File: src/sv/slle_pkg.sv
`default_nettype none

package slle_pkg;

    localparam int CAPACITY = 64;
    localparam int VAL_W    = 32;
    localparam int IDX_W    = $clog2(CAPACITY + 1);
    localparam int ADDR_W   = $clog2(CAPACITY);

    // Link value that ends the list (one past the last slot)
    localparam logic [IDX_W-1:0] END_IDX  = IDX_W'(CAPACITY);
    localparam logic [IDX_W-1:0] LAST_IDX = IDX_W'(CAPACITY - 1);

    localparam logic [1:0] FUNC_INSERT = 2'd0;
    localparam logic [1:0] FUNC_READ   = 2'd1;
    localparam logic [1:0] FUNC_REMOVE = 2'd2;

    localparam logic [1:0] ST_OK    = 2'd0;
    localparam logic [1:0] ST_FULL  = 2'd1;
    localparam logic [1:0] ST_EMPTY = 2'd2;

    // Controller to datapath
    typedef struct packed {
        logic       load;        // latch operation, start walk at head
        logic       alloc;       // write value into next free slot
        logic       step_cur;    // cur <= link of cur, count step
        logic       set_prev;    // prev <= cur
        logic       unlink;      // bypass cur from prev (or head)
        logic       link_new;    // link of new slot <= cur
        logic       link_prev;   // link of prev (or head) <= new slot
        logic       emit;        // drive one result next cycle
        logic       emit_data;   // result carries the value read
        logic       emit_last;   // result is the last of this operation
        logic [1:0] emit_status;
    } t_cmd;

    // Datapath to controller
    typedef struct packed {
        logic [1:0] func;
        logic       full;
        logic       head_empty;
        logic       walk_end;
        logic       rd_less;
        logic       rd_even;
        logic       rd_last;
    } t_stat;

    function automatic logic [IDX_W-1:0] norm_link(input logic [IDX_W-1:0] x);
        return (x >= END_IDX) ? END_IDX : x;
    endfunction

endpackage

`default_nettype wire

File: src/sv/sorted_linked_list_engine.sv
`default_nettype none

// Sorted linked-list engine. Holds up to CAPACITY (64) signed 32-bit values in
// ascending order as a singly linked list in on-chip value and link stores.
// Issue a command by raising start while busy is low; the transfer happens at
// that clock edge and busy rises on the next cycle. i_func selects the command:
// insert i_data_value, read out the whole list in order, or remove every even
// value. Results appear on o_out_value, o_last_item and o_status for exactly one
// cycle, marked by o_valid; the receiver cannot stall them, so capture every
// strobe. Insert, remove and an unused code each give one result with
// o_last_item set; insert reports store full when all slots have been used
// (removed slots are never reused). Read-out gives one result per stored value,
// the last one marked, or a single list-empty result. Each list step goes
// through a check state and an evaluate state, because each entry is read
// through the single registered read port of the stores. Insert stops in front
// of the first larger or equal entry, or lands at the tail. After reset the
// list is empty and no clearing pass is needed.

module sorted_linked_list_engine (
    input  wire logic                          i_clk,
    input  wire logic                          i_rst_n,
    input  wire logic                          start,
    output logic                               busy,
    input  wire logic [1:0]                    i_func,
    input  wire logic signed [slle_pkg::VAL_W-1:0] i_data_value,
    output logic                               o_valid,
    output logic signed [slle_pkg::VAL_W-1:0]  o_out_value,
    output logic                               o_last_item,
    output logic [1:0]                         o_status
);
    import slle_pkg::*;

    t_cmd             w_cmd;
    t_stat            w_stat;
    logic [VAL_W-1:0] w_out_value;

    // Sequence each command: walk the list one entry at a time
    slle_ctrl u_ctrl (
        .i_clk   (i_clk),
        .i_rst_n (i_rst_n),
        .i_start (start),
        .i_stat  (w_stat),
        .o_cmd   (w_cmd),
        .o_busy  (busy)
    );

    // Hold the stores, walk pointers and registered result
    slle_dp u_dp (
        .i_clk        (i_clk),
        .i_rst_n      (i_rst_n),
        .i_cmd        (w_cmd),
        .i_func       (i_func),
        .i_data_value (i_data_value),
        .o_stat       (w_stat),
        .o_valid      (o_valid),
        .o_out_value  (w_out_value),
        .o_last_item  (o_last_item),
        .o_status     (o_status)
    );

    assign o_out_value = $signed(w_out_value);

endmodule

`default_nettype wire

File: src/sv/slle_dp.sv
`default_nettype none

module slle_dp (
    input  wire logic                          i_clk,
    input  wire logic                          i_rst_n,
    input  wire slle_pkg::t_cmd                i_cmd,
    input  wire logic [1:0]                    i_func,
    input  wire logic [slle_pkg::VAL_W-1:0]    i_data_value,
    output slle_pkg::t_stat                    o_stat,
    output logic                               o_valid,
    output logic [slle_pkg::VAL_W-1:0]         o_out_value,
    output logic                               o_last_item,
    output logic [1:0]                         o_status
);
    import slle_pkg::*;

    logic [VAL_W-1:0] r_vals  [CAPACITY];
    logic [IDX_W-1:0] r_links [CAPACITY];

    logic [1:0]       r_func;
    logic [VAL_W-1:0] r_value;
    logic [IDX_W-1:0] r_head, n_head;
    logic [IDX_W-1:0] r_free;
    logic [IDX_W-1:0] r_slot;
    logic [IDX_W-1:0] r_cur, r_prev, r_steps;
    logic [VAL_W-1:0] r_rd_val;
    logic [IDX_W-1:0] r_rd_link;

    logic              w_prev_end;
    logic              w_link_we;
    logic [ADDR_W-1:0] w_link_addr;
    logic [IDX_W-1:0]  w_link_data;

    assign w_prev_end = (r_prev >= END_IDX);

    always_comb begin
        w_link_we   = 1'b0;
        w_link_addr = r_prev[ADDR_W-1:0];
        w_link_data = r_slot;
        n_head      = r_head;
        if (i_cmd.link_new) begin
            w_link_we   = 1'b1;
            w_link_addr = r_slot[ADDR_W-1:0];
            w_link_data = norm_link(r_cur);
        end else if (i_cmd.link_prev) begin
            if (w_prev_end) begin
                n_head = r_slot;
            end else begin
                w_link_we = 1'b1;
            end
        end else if (i_cmd.unlink) begin
            w_link_data = norm_link(r_rd_link);
            if (w_prev_end) begin
                n_head = norm_link(r_rd_link);
            end else begin
                w_link_we = 1'b1;
            end
        end
    end

    // Value and link stores: one write, one registered read at cur
    always_ff @(posedge i_clk) begin
        if (i_cmd.alloc) begin
            r_vals[r_free[ADDR_W-1:0]] <= r_value;
        end
        r_rd_val <= r_vals[r_cur[ADDR_W-1:0]];
    end

    always_ff @(posedge i_clk) begin
        if (w_link_we) begin
            r_links[w_link_addr] <= w_link_data;
        end
        r_rd_link <= r_links[r_cur[ADDR_W-1:0]];
    end

    always_ff @(posedge i_clk) begin
        if (!i_rst_n) begin
            r_head  <= END_IDX;
            r_free  <= '0;
            o_valid <= 1'b0;
        end else begin
            r_head  <= n_head;
            o_valid <= i_cmd.emit;
            if (i_cmd.alloc) begin
                r_free <= r_free + 1'b1;
            end
        end
    end

    always_ff @(posedge i_clk) begin
        if (i_cmd.load) begin
            r_func  <= i_func;
            r_value <= i_data_value;
            r_cur   <= r_head;
            r_prev  <= END_IDX;
            r_steps <= '0;
        end else begin
            if (i_cmd.set_prev) begin
                r_prev <= r_cur;
            end
            if (i_cmd.step_cur) begin
                r_cur   <= r_rd_link;
                r_steps <= r_steps + 1'b1;
            end
        end
        if (i_cmd.alloc) begin
            r_slot <= r_free;
        end
        if (i_cmd.emit) begin
            o_out_value <= i_cmd.emit_data ? r_rd_val : '0;
            o_last_item <= i_cmd.emit_last;
            o_status    <= i_cmd.emit_status;
        end
    end

    always_comb begin
        o_stat.func       = r_func;
        o_stat.full       = (r_free >= END_IDX);
        o_stat.head_empty = (r_head >= END_IDX);
        o_stat.walk_end   = (r_cur >= END_IDX) || (r_steps >= END_IDX);
        o_stat.rd_less    = ($signed(r_rd_val) < $signed(r_value));
        o_stat.rd_even    = ~r_rd_val[0];
        o_stat.rd_last    = (r_rd_link >= END_IDX) || (r_steps == LAST_IDX);
    end

    a_alloc_not_full: assert property (@(posedge i_clk) disable iff (!i_rst_n)
        i_cmd.alloc |-> !o_stat.full)
        else $error("slot allocated while store full");

    a_head_range: assert property (@(posedge i_clk) disable iff (!i_rst_n)
        i_cmd.unlink || i_cmd.link_prev |=> r_head <= END_IDX)
        else $error("head index out of range");

    a_link_write_range: assert property (@(posedge i_clk) disable iff (!i_rst_n)
        w_link_we && !i_cmd.link_new |-> r_prev < END_IDX)
        else $error("link write to end marker");

endmodule

`default_nettype wire

File: src/sv/slle_ctrl.sv
`default_nettype none

module slle_ctrl (
    input  wire logic            i_clk,
    input  wire logic            i_rst_n,
    input  wire logic            i_start,
    input  wire slle_pkg::t_stat i_stat,
    output slle_pkg::t_cmd       o_cmd,
    output logic                 o_busy
);
    import slle_pkg::*;

    localparam logic [3:0] S_IDLE     = 4'd0;
    localparam logic [3:0] S_DISPATCH = 4'd1;
    localparam logic [3:0] S_INS_CHK  = 4'd2;
    localparam logic [3:0] S_INS_EVAL = 4'd3;
    localparam logic [3:0] S_INS_LINK = 4'd4;
    localparam logic [3:0] S_INS_HEAD = 4'd5;
    localparam logic [3:0] S_RD_CHK   = 4'd6;
    localparam logic [3:0] S_RD_EVAL  = 4'd7;
    localparam logic [3:0] S_RM_CHK   = 4'd8;
    localparam logic [3:0] S_RM_EVAL  = 4'd9;

    logic [3:0] r_state, n_state;

    assign o_busy = (r_state != S_IDLE);

    always_comb begin
        n_state = r_state;
        o_cmd   = '0;
        unique case (r_state)
            S_IDLE: begin
                if (i_start) begin
                    o_cmd.load = 1'b1;
                    n_state    = S_DISPATCH;
                end
            end
            S_DISPATCH: begin
                unique case (i_stat.func)
                    FUNC_INSERT: begin
                        if (i_stat.full) begin
                            o_cmd.emit        = 1'b1;
                            o_cmd.emit_last   = 1'b1;
                            o_cmd.emit_status = ST_FULL;
                            n_state           = S_IDLE;
                        end else begin
                            o_cmd.alloc = 1'b1;
                            n_state     = S_INS_CHK;
                        end
                    end
                    FUNC_READ: begin
                        if (i_stat.head_empty) begin
                            o_cmd.emit        = 1'b1;
                            o_cmd.emit_last   = 1'b1;
                            o_cmd.emit_status = ST_EMPTY;
                            n_state           = S_IDLE;
                        end else begin
                            n_state = S_RD_CHK;
                        end
                    end
                    FUNC_REMOVE: begin
                        n_state = S_RM_CHK;
                    end
                    default: begin
                        o_cmd.emit        = 1'b1;
                        o_cmd.emit_last   = 1'b1;
                        o_cmd.emit_status = ST_OK;
                        n_state           = S_IDLE;
                    end
                endcase
            end
            S_INS_CHK: begin
                n_state = i_stat.walk_end ? S_INS_LINK : S_INS_EVAL;
            end
            S_INS_EVAL: begin
                if (i_stat.rd_less) begin
                    o_cmd.set_prev = 1'b1;
                    o_cmd.step_cur = 1'b1;
                    n_state        = S_INS_CHK;
                end else begin
                    n_state = S_INS_LINK;
                end
            end
            S_INS_LINK: begin
                o_cmd.link_new = 1'b1;
                n_state        = S_INS_HEAD;
            end
            S_INS_HEAD: begin
                o_cmd.link_prev   = 1'b1;
                o_cmd.emit        = 1'b1;
                o_cmd.emit_last   = 1'b1;
                o_cmd.emit_status = ST_OK;
                n_state           = S_IDLE;
            end
            S_RD_CHK: begin
                n_state = S_RD_EVAL;
            end
            S_RD_EVAL: begin
                o_cmd.emit        = 1'b1;
                o_cmd.emit_data   = 1'b1;
                o_cmd.emit_last   = i_stat.rd_last;
                o_cmd.emit_status = ST_OK;
                o_cmd.step_cur    = 1'b1;
                n_state           = i_stat.rd_last ? S_IDLE : S_RD_CHK;
            end
            S_RM_CHK: begin
                if (i_stat.walk_end) begin
                    o_cmd.emit        = 1'b1;
                    o_cmd.emit_last   = 1'b1;
                    o_cmd.emit_status = ST_OK;
                    n_state           = S_IDLE;
                end else begin
                    n_state = S_RM_EVAL;
                end
            end
            S_RM_EVAL: begin
                o_cmd.unlink   = i_stat.rd_even;
                o_cmd.set_prev = ~i_stat.rd_even;
                o_cmd.step_cur = 1'b1;
                n_state        = S_RM_CHK;
            end
            default: begin
                n_state = S_IDLE;
            end
        endcase
    end

    always_ff @(posedge i_clk) begin
        if (!i_rst_n) begin
            r_state <= S_IDLE;
        end else begin
            r_state <= n_state;
        end
    end

    a_start_takes: assert property (@(posedge i_clk) disable iff (!i_rst_n)
        i_start && !o_busy |=> o_busy)
        else $error("accepted command did not raise busy");

    a_one_command_path: assert property (@(posedge i_clk) disable iff (!i_rst_n)
        $countones({o_cmd.link_new, o_cmd.link_prev, o_cmd.unlink}) <= 1)
        else $error("conflicting link store writes");

endmodule

`default_nettype wire

File: config.mk
export PLATFORM = sky130hd
export DESIGN_NAME = sorted_linked_list_engine
export DESIGN_NICKNAME = d
export VERILOG_FILES = /design/src/sv/slle_pkg.sv /design/src/sv/sorted_linked_list_engine.sv /design/src/sv/slle_dp.sv /design/src/sv/slle_ctrl.sv
export SDC_FILE = /design/constraint.sdc
export NUM_CORES = 2
export LEC_CHECK = 0
export BUFFER_PORTS_ARGS = -buffer_cell sky130_fd_sc_hd__clkbuf_2
export CORE_MARGIN = 1.5
export CORE_UTILIZATION = 57
export DETAILED_ROUTE_END_ITERATION = 10
export HOLD_SLACK_MARGIN = 0.1
export PLACE_DENSITY = 0.74
export SLEW_MARGIN = 20
export SYNTH_ARGS = -nofsm -noshare
export SYNTH_HDL_FRONTEND = slang
export SYNTH_SLANG_ARGS = --single-unit
File: constraint.sdc
create_clock -name i_clk -period 4.6 [get_ports i_clk]
set_input_delay 0 -clock i_clk [delete_from_list [all_inputs] [get_ports i_clk]]
set_output_delay 0 -clock i_clk [all_outputs]
set_load 0.01 [all_outputs]
# --- After elaboration in Yosys (flattened, before gate mapping) ---
# Memory sizes are Yosys's and may differ from the RTL's. A register that Yosys moved wholly into a read port is not among the register bits.
# Index checks and enable logic that the tools add are counted.
word_totals:
  rom_bits: 0
  in_bits: 37
  ff_bits: 116
  mem_bits_rw: 2496
  mem_count: 2
  elab_cells: 100
  latchBits: 0
op_classes:
  reduce_logical: 10
  magnitude_cmp: 7
  bitwise: 2
  multipliers: 0
  n_shift: 0
  muxes: 51
  eq_ne: 13
  div: 0
  addsub: 2
mem_list:
  columns: ["name", "words", "width", "rd", "rd_clocked_by_memory_dff", "write_ports", "line", "rtl"]
  rows:
  - ["u_dp.r_vals", 64, 32, 1, 1, 1, "slle_dp.sv:17", "logic [VAL_W-1:0] r_vals [CAPACITY];"]
  - ["u_dp.r_links", 64, 7, 1, 1, 1, "slle_dp.sv:18", "logic [IDX_W-1:0] r_links [CAPACITY];"]
ops:
  columns: ["cell", "n"]
  rows:
  - ["two-way mux 7 bit", 11]
  - ["greater-or-equal comparator 7 bit (second input constant)", 6]
  - ["one-hot mux 4 bit (9 select lines)", 1]
  - ["less-than comparator 32 bit", 1]
  - ["two-way mux 3 bit", 7]
  - ["two-way mux 1 bit", 20]
  - ["== test 4 x 3 -> 1 bit (second input constant)", 4]
  - ["adder 7 x 1 -> 7 bit (second input constant)", 2]
  - ["one-hot mux 3 bit (4 select lines)", 1]
  - ["one-hot mux 4 bit (3 select lines)", 1]
  - ["one-hot mux 3 bit (3 select lines)", 1]
  - ["== test 4 x 2 -> 1 bit (second input constant)", 2]
  - ["== test 4 bit (second input constant)", 2]
  - ["two-way mux 4 bit", 2]
  - ["== test 7 x 6 -> 1 bit (second input constant)", 1]
  - ["two-way mux 6 bit", 1]
  - ["one-hot mux 1 bit (3 select lines)", 2]
  - ["== test 4 x 1 -> 1 bit (second input constant)", 1]
  - ["zero test 4 bit", 1]
  - ["two-way mux 2 bit", 2]
  - ["one-hot mux 1 bit (2 select lines)", 2]
  - ["nonzero test 2 bit", 2]
  - ["nonzero test 4 bit", 1]
  - ["OR reduction 2 bit", 2]
  - ["7 further kinds", 9]

# --- Depth between registers and ports, before layout ---
logic_depth:
  word_depth: 7
  mapped_depth: 9
  mapped_depth_nobuf: 9

# --- Modules after synthesis ---
# From an unflattened synthesis, not the netlist that was laid out.
unflattened:
  hier_cells: 4620
  hier_area_um2: 101461.1
modules_own_cells:
  columns: ["mod", "area_per_inst_um2", "seq_area_each_um2", "cells_each", "instances"]
  rows:
  - ["slle_dp", 101004.4, 78805.6, 4554, 1]
  - ["slle_ctrl", 456.7, 80.1, 66, 1]

# --- Worst setup path before layout ---
# Ideal clock, no wire load.
synth_path:
  path_type: "register to register"
  from: "reg u_ctrl.r_state[1]"
  to: "mem u_dp.r_links[0][0] (netlist bit) (data pin)"
  path_buffers: 1
  setup_time_ns: 0.702
  arrival_ns: 3.829
  path_stages_with_launch: 7
  setup_slack_ns: 0.070
  cell_sequence: "dfxtp_1 > clkbuf_1 > nor2_1 > nand3_1 > nor2_2 > mux2i_1 > o21ai_0"
synth_between:
  elab_chain_cells: 5
synth_rtl:
  columns: ["item", "line", "rtl"]
  rows:
  - ["start: declaration", "slle_ctrl.sv:24", "logic [3:0] r_state, n_state;"]
  - ["start signal: assignment", "slle_ctrl.sv:132", "r_state <= n_state;"]
  - ["== test 4 bit", "slle_ctrl.sv:31", "unique case (r_state)"]
  - ["two-way mux 1 bit", "slle_ctrl.sv:31", null]
  - ["two-way mux 7 bit", "slle_dp.sv:51", "end else if (i_cmd.unlink) begin"]
  - ["two-way mux 7 bit", "slle_dp.sv:45", "end else if (i_cmd.link_prev) begin"]
  - ["two-way mux 7 bit *", "slle_dp.sv:41", "if (i_cmd.link_new) begin"]
  - ["named net u_dp.w_link_data[0]", "slle_dp.sv:32", "logic [IDX_W-1:0] w_link_data;"]
  - ["end: declaration", "slle_dp.sv:18", null]
# The timed path passes the listed nets; every way through them passes the cells marked *.

# --- Worst setup path after layout ---
layout_path:
  from: "reg u_ctrl.r_state[0]"
  to: "mem u_dp.r_vals[8][23] (enable)"
layout_between:
  elab_chain_cells: 4
layout_rtl:
  columns: ["item", "line", "rtl"]
  rows:
  - ["== test 4 x 1 -> 1 bit", "slle_ctrl.sv:31", null]
  - ["two-way mux 1 bit", "slle_ctrl.sv:31", null]
  - ["two-way mux 1 bit", "slle_dp.sv:63", "if (i_cmd.alloc) begin"]
  - ["two-way mux 1 bit (not written as such)", "slle_dp.sv:64", "r_vals[r_free[ADDR_W-1:0]] <= r_value;"]
  - ["end: declaration", "slle_dp.sv:17", null]
# No other way between the ends.

==> impl_metrics.py <==
metrics = {
    "power_and_ir_drop": {
        "pwr-share-clk": 0.387,
        "pwr-share-seq": 0.480,
        "leakagePower_nw": 36.45,
        "power_density_nw_per_um2": 488.8,
        "peakVddDrop_v": 0.0004353,
        "p_total_mw": 56.76,
        "p_switching_mw": 13.36,
        "swShare": 0.2355,
        "power_frac_comb": 0.133,
        "internal_power_mw": 43.39,
    },
    "logic_synthesis": {
        "synth.cell_area_sq_um": 101400,
        "synth_nets": 4326,
        "synthCells": 4256,
        "avgSynthCellArea_sq_um": 23.82,
        "synth_edf_count": 2579,
        "yosysSeqAreaShare": 0.7781,
        "yosysWarnings": 0,
        "synth_ff_type": "edfxtp_1",
        "ys_seq_elements": 2651,
        "async_reset_ff_frac": 0,
        "synth_cell_types": 50,
    },
    "placement": {
        "place_hpwl_mm": 141.2,
        "placedCellCount": 6671,
        "place_congestion": 0.8506,
        "port_buffers": 73,
    },
    "grt": {
        "grtUsageTotal": 0.2979,
        "grt_max_degree": 102,
        "use_met3": 0.05258,
        "overflow": 0,
        "grt_pass1_wl_mm": 374.1,
        "grt_most_used_layer": "met2",
        "grtUsageMet1": 0.3906,
        "gr-usage-met2": 0.4920,
        "antenna_found_initial": 10,
        "grt_pass1_vias": 49950,
    },
    "route": {
        "drt-initial-drc-count": 7117,
        "vias": 49460,
        "vias_per_cell": 6.853,
        "post-route-drc-count": 0,
        "ant_nets": 0,
        "wl_mm": 264.7,
        "wire_per_inst_microns": 36.67,
        "dr.pass1.iters": 5,
    },
    "critical_path": {
        "worstPathCellList": "nand2b_1 > or4_1 > nor4_1 > buf_4 > nand2_1 > nor2_4 > buf_12",
        "required_ns": 5.19,
        "cp_max_fo": 21,
        "cp-end-kind": "flip-flop",
        "arrival_ns": 4.41,
        "cp_top_family": "simple AND/OR/NAND/NOR gates",
        "critical_path_class": "flip-flop to flip-flop",
        "slowest_delay_ns": 0.77,
        "slowest_stage": "nor2_4",
        "worst_setup_path_start_kind": "flip-flop",
        "critPathBufInv": 2,
    },
    "final_layout": {
        "layout_commonest_cell": "edfxtp_1",
        "final_cell_mix": "edfxtp_1 (2579), mux4_2 (812), clkbuf_16 (283), buf_4 (164), nor2_1 (87)",
        "multi_input_area_sq_um": 22010,
        "nFillCells": 10800,
        "utilization": 0.6580,
        "drive_gt1_frac": 0.3230,
        "finalNetCount": 4749,
        "stdcell_count": 7217,
        "area_delta_synth_final_pct": 14.54,
        "ff_latch_area_sq_um": 78890,
    },
    "sta": {
        "slew_headroom": 0.2828,
        "rsz0062_at_grt": "false",
        "fmax_mhz": 261.4,
        "fin_skew_ns": 0.08275,
        "whs_ns": 0.1761,
        "finalSetupTns_ns": 0,
        "setup_viol": 0,
        "tightestPinTransition_ns": 1.068,
        "post-route-period-util": 0.8318,
        "finalCriticalPeriod_ns": 3.826,
        "hold_violations": 0,
        "maxSlewViolCount": 0,
    },
    "die": {
        "num_rows": 154,
        "pin_count": 74,
        "core_area_sq_um": 176500,
        "dieHeight_microns": 424.8,
        "initial_utilization": 0.5744,
        "dieArea_sq_um": 180400,
        "die_x_microns": 424.8,
    },
    "job": {
        "cap_violations": 0,
    },
    "cts": {
        "cts_max_level": 5,
        "cts.sinks": 2651,
        "post_cts_buffers": 0,
        "ctsLongestPathBuffers": 4,
        "clockRootBuffer": "clkbuf_16",
        "cts_tree": "built",
        "cts_buffers": 275,
        "clkTransAtPathRegs_ns": 0.06,
        "clock_latency_ns": 0.93,
    },
    "run_status": {
        "status": "finished, final reports clean",
    },
    "worst_hold_path": {
        "worstHoldPathType": "input port to flip-flop",
    },
}
[sequential cells by signal, indices dropped and copies added (netlist names)]
register,count
u_ctrl.r_state,4
u_dp.o_last_item,1
u_dp.o_out_value,32
u_dp.o_status,2
u_dp.o_valid,1
u_dp.r_cur,7
u_dp.r_free,7
u_dp.r_func,2
u_dp.r_head,7
u_dp.r_links,448
u_dp.r_prev,7
u_dp.r_rd_link,7
u_dp.r_rd_val,32
u_dp.r_slot,7
u_dp.r_steps,7
u_dp.r_vals,2048
u_dp.r_value,32
[tightest hold or removal path, delay by kind of cell]
kind	cells	cell delay, ns
compound gates	1	0.20
buf+inv	2	0.84
[cell families (layout without fill, tap and decap cells)]
family,count (synthesis),after routing,share of synthesized area
flops,2651,2651,0.7781
mux,849,849,0.1841
simple gates,368,368,0.01692
buf+inv,253,873,0.01070
compound gates,97,97,0.005689
fa+ha+maj,33,33,0.004073
xor+xnor,5,5,0.0004319
other cells,0,1,0
[synthesized netlist by cell type (all sizes together), types with 2 or more instances]
master  number  area (sq um)
mux4       812         18290
inv         37         138.9
a31oi        3         18.77
ha          33         412.9
dfxtp       72          1441
o211ai       3         22.52
nand4b       2         17.52
clkbuf     124         465.5
o31ai        3         22.52
buf         92         480.5
or3b         3         26.28
nor2b       10         62.56
nor2       153         576.8
o21ai       41         205.2
nand3       21         105.1
nand2b      13         81.33
nand3b      14         105.1
nor4         3         18.77
nor3b        2         15.01
edfxtp    2579         77440
mux2         8         90.09
or4          2         15.01
nand4        9         56.30
and2        37         231.5
a21oi       28         140.1
o21a         3         22.52
nand2       85         319.1
o211a        6         60.06
or3          6         37.54
mux2i       29         290.3
nor3         4         20.02
and3         2         12.51
xnor2        4         35.03
[layout make-up]
| class | count | share of cell area |
|---|---|---|
| diodes | 1 | 0.00002155 |
| clock buffers | 346 | 0.06388 |
| clock inverters | 128 | 0.01168 |
| inverters | 37 | 0.001196 |
| multi-input cells | 1352 | 0.1895 |
| flip-flops and latches | 2651 | 0.6793 |
| well taps | 2340 | 0.02521 |
| repair buffers | 362 | 0.02918 |
[timing repair]
action / in CTS / in global routing
hold endpoints to repair: 102 / 0
resized for setup: 0 / 0
hold buffers: 71 / 0
[metal layers]
layer,up-vias,share of wire
met4,6,0.053
met3,677,0.098
met1,26190,0.34
li1,19020,-
met5,-,0.00014
met2,3570,0.50
[path summary, 6_finish.rpt]
| kind | depth (start not counted) | slack [ns] | endpoint | start |
|---|---|---|---|---|
| max | 7 | 0.77 | u_dp.r_vals[8][23]$_DFFE_PP_ | u_ctrl.r_state[0]$_SDFFE_PN0P_ |
| min | 3 | 0.18 | u_dp.r_head[1]$_SDFFE_PN0P_ | i_rst_n |
| max reg2reg | 7 | 0.77 | u_dp.r_vals[8][23]$_DFFE_PP_ | u_ctrl.r_state[0]$_SDFFE_PN0P_ |
| min reg2reg | 1 | 0.48 | u_dp.r_steps[5]$_SDFFE_PP0P_ | u_dp.r_steps[5]$_SDFFE_PP0P_ |
[power groups by stage]
stage | sequential (mW) | combinational (mW) | clock (mW)
after global placement | 27.7 | 7.27 | 0
after global routing | 27.2 | 7.86 | 23.0
after detailed placement | 27.7 | 7.36 | 0
final | 27.3 | 7.53 | 22.0
after CTS | 27.2 | 7.53 | 22.1
after floorplan | 27.6 | 4.86 | 0
[metrics by stage]
| step | setup slack, ns | cell area (sq um) |
|---|---|---|
| floorplan | 0.06958 | 101400 |
| global placement | 0.8903 | 106600 |
| detailed placement | 0.8304 | 106600 |
| CTS | 0.8256 | 116100 |
| global route | 0.6654 | 116100 |
| finish | 0.7738 | 116100 |
Power figures use the tool's default switching activity.
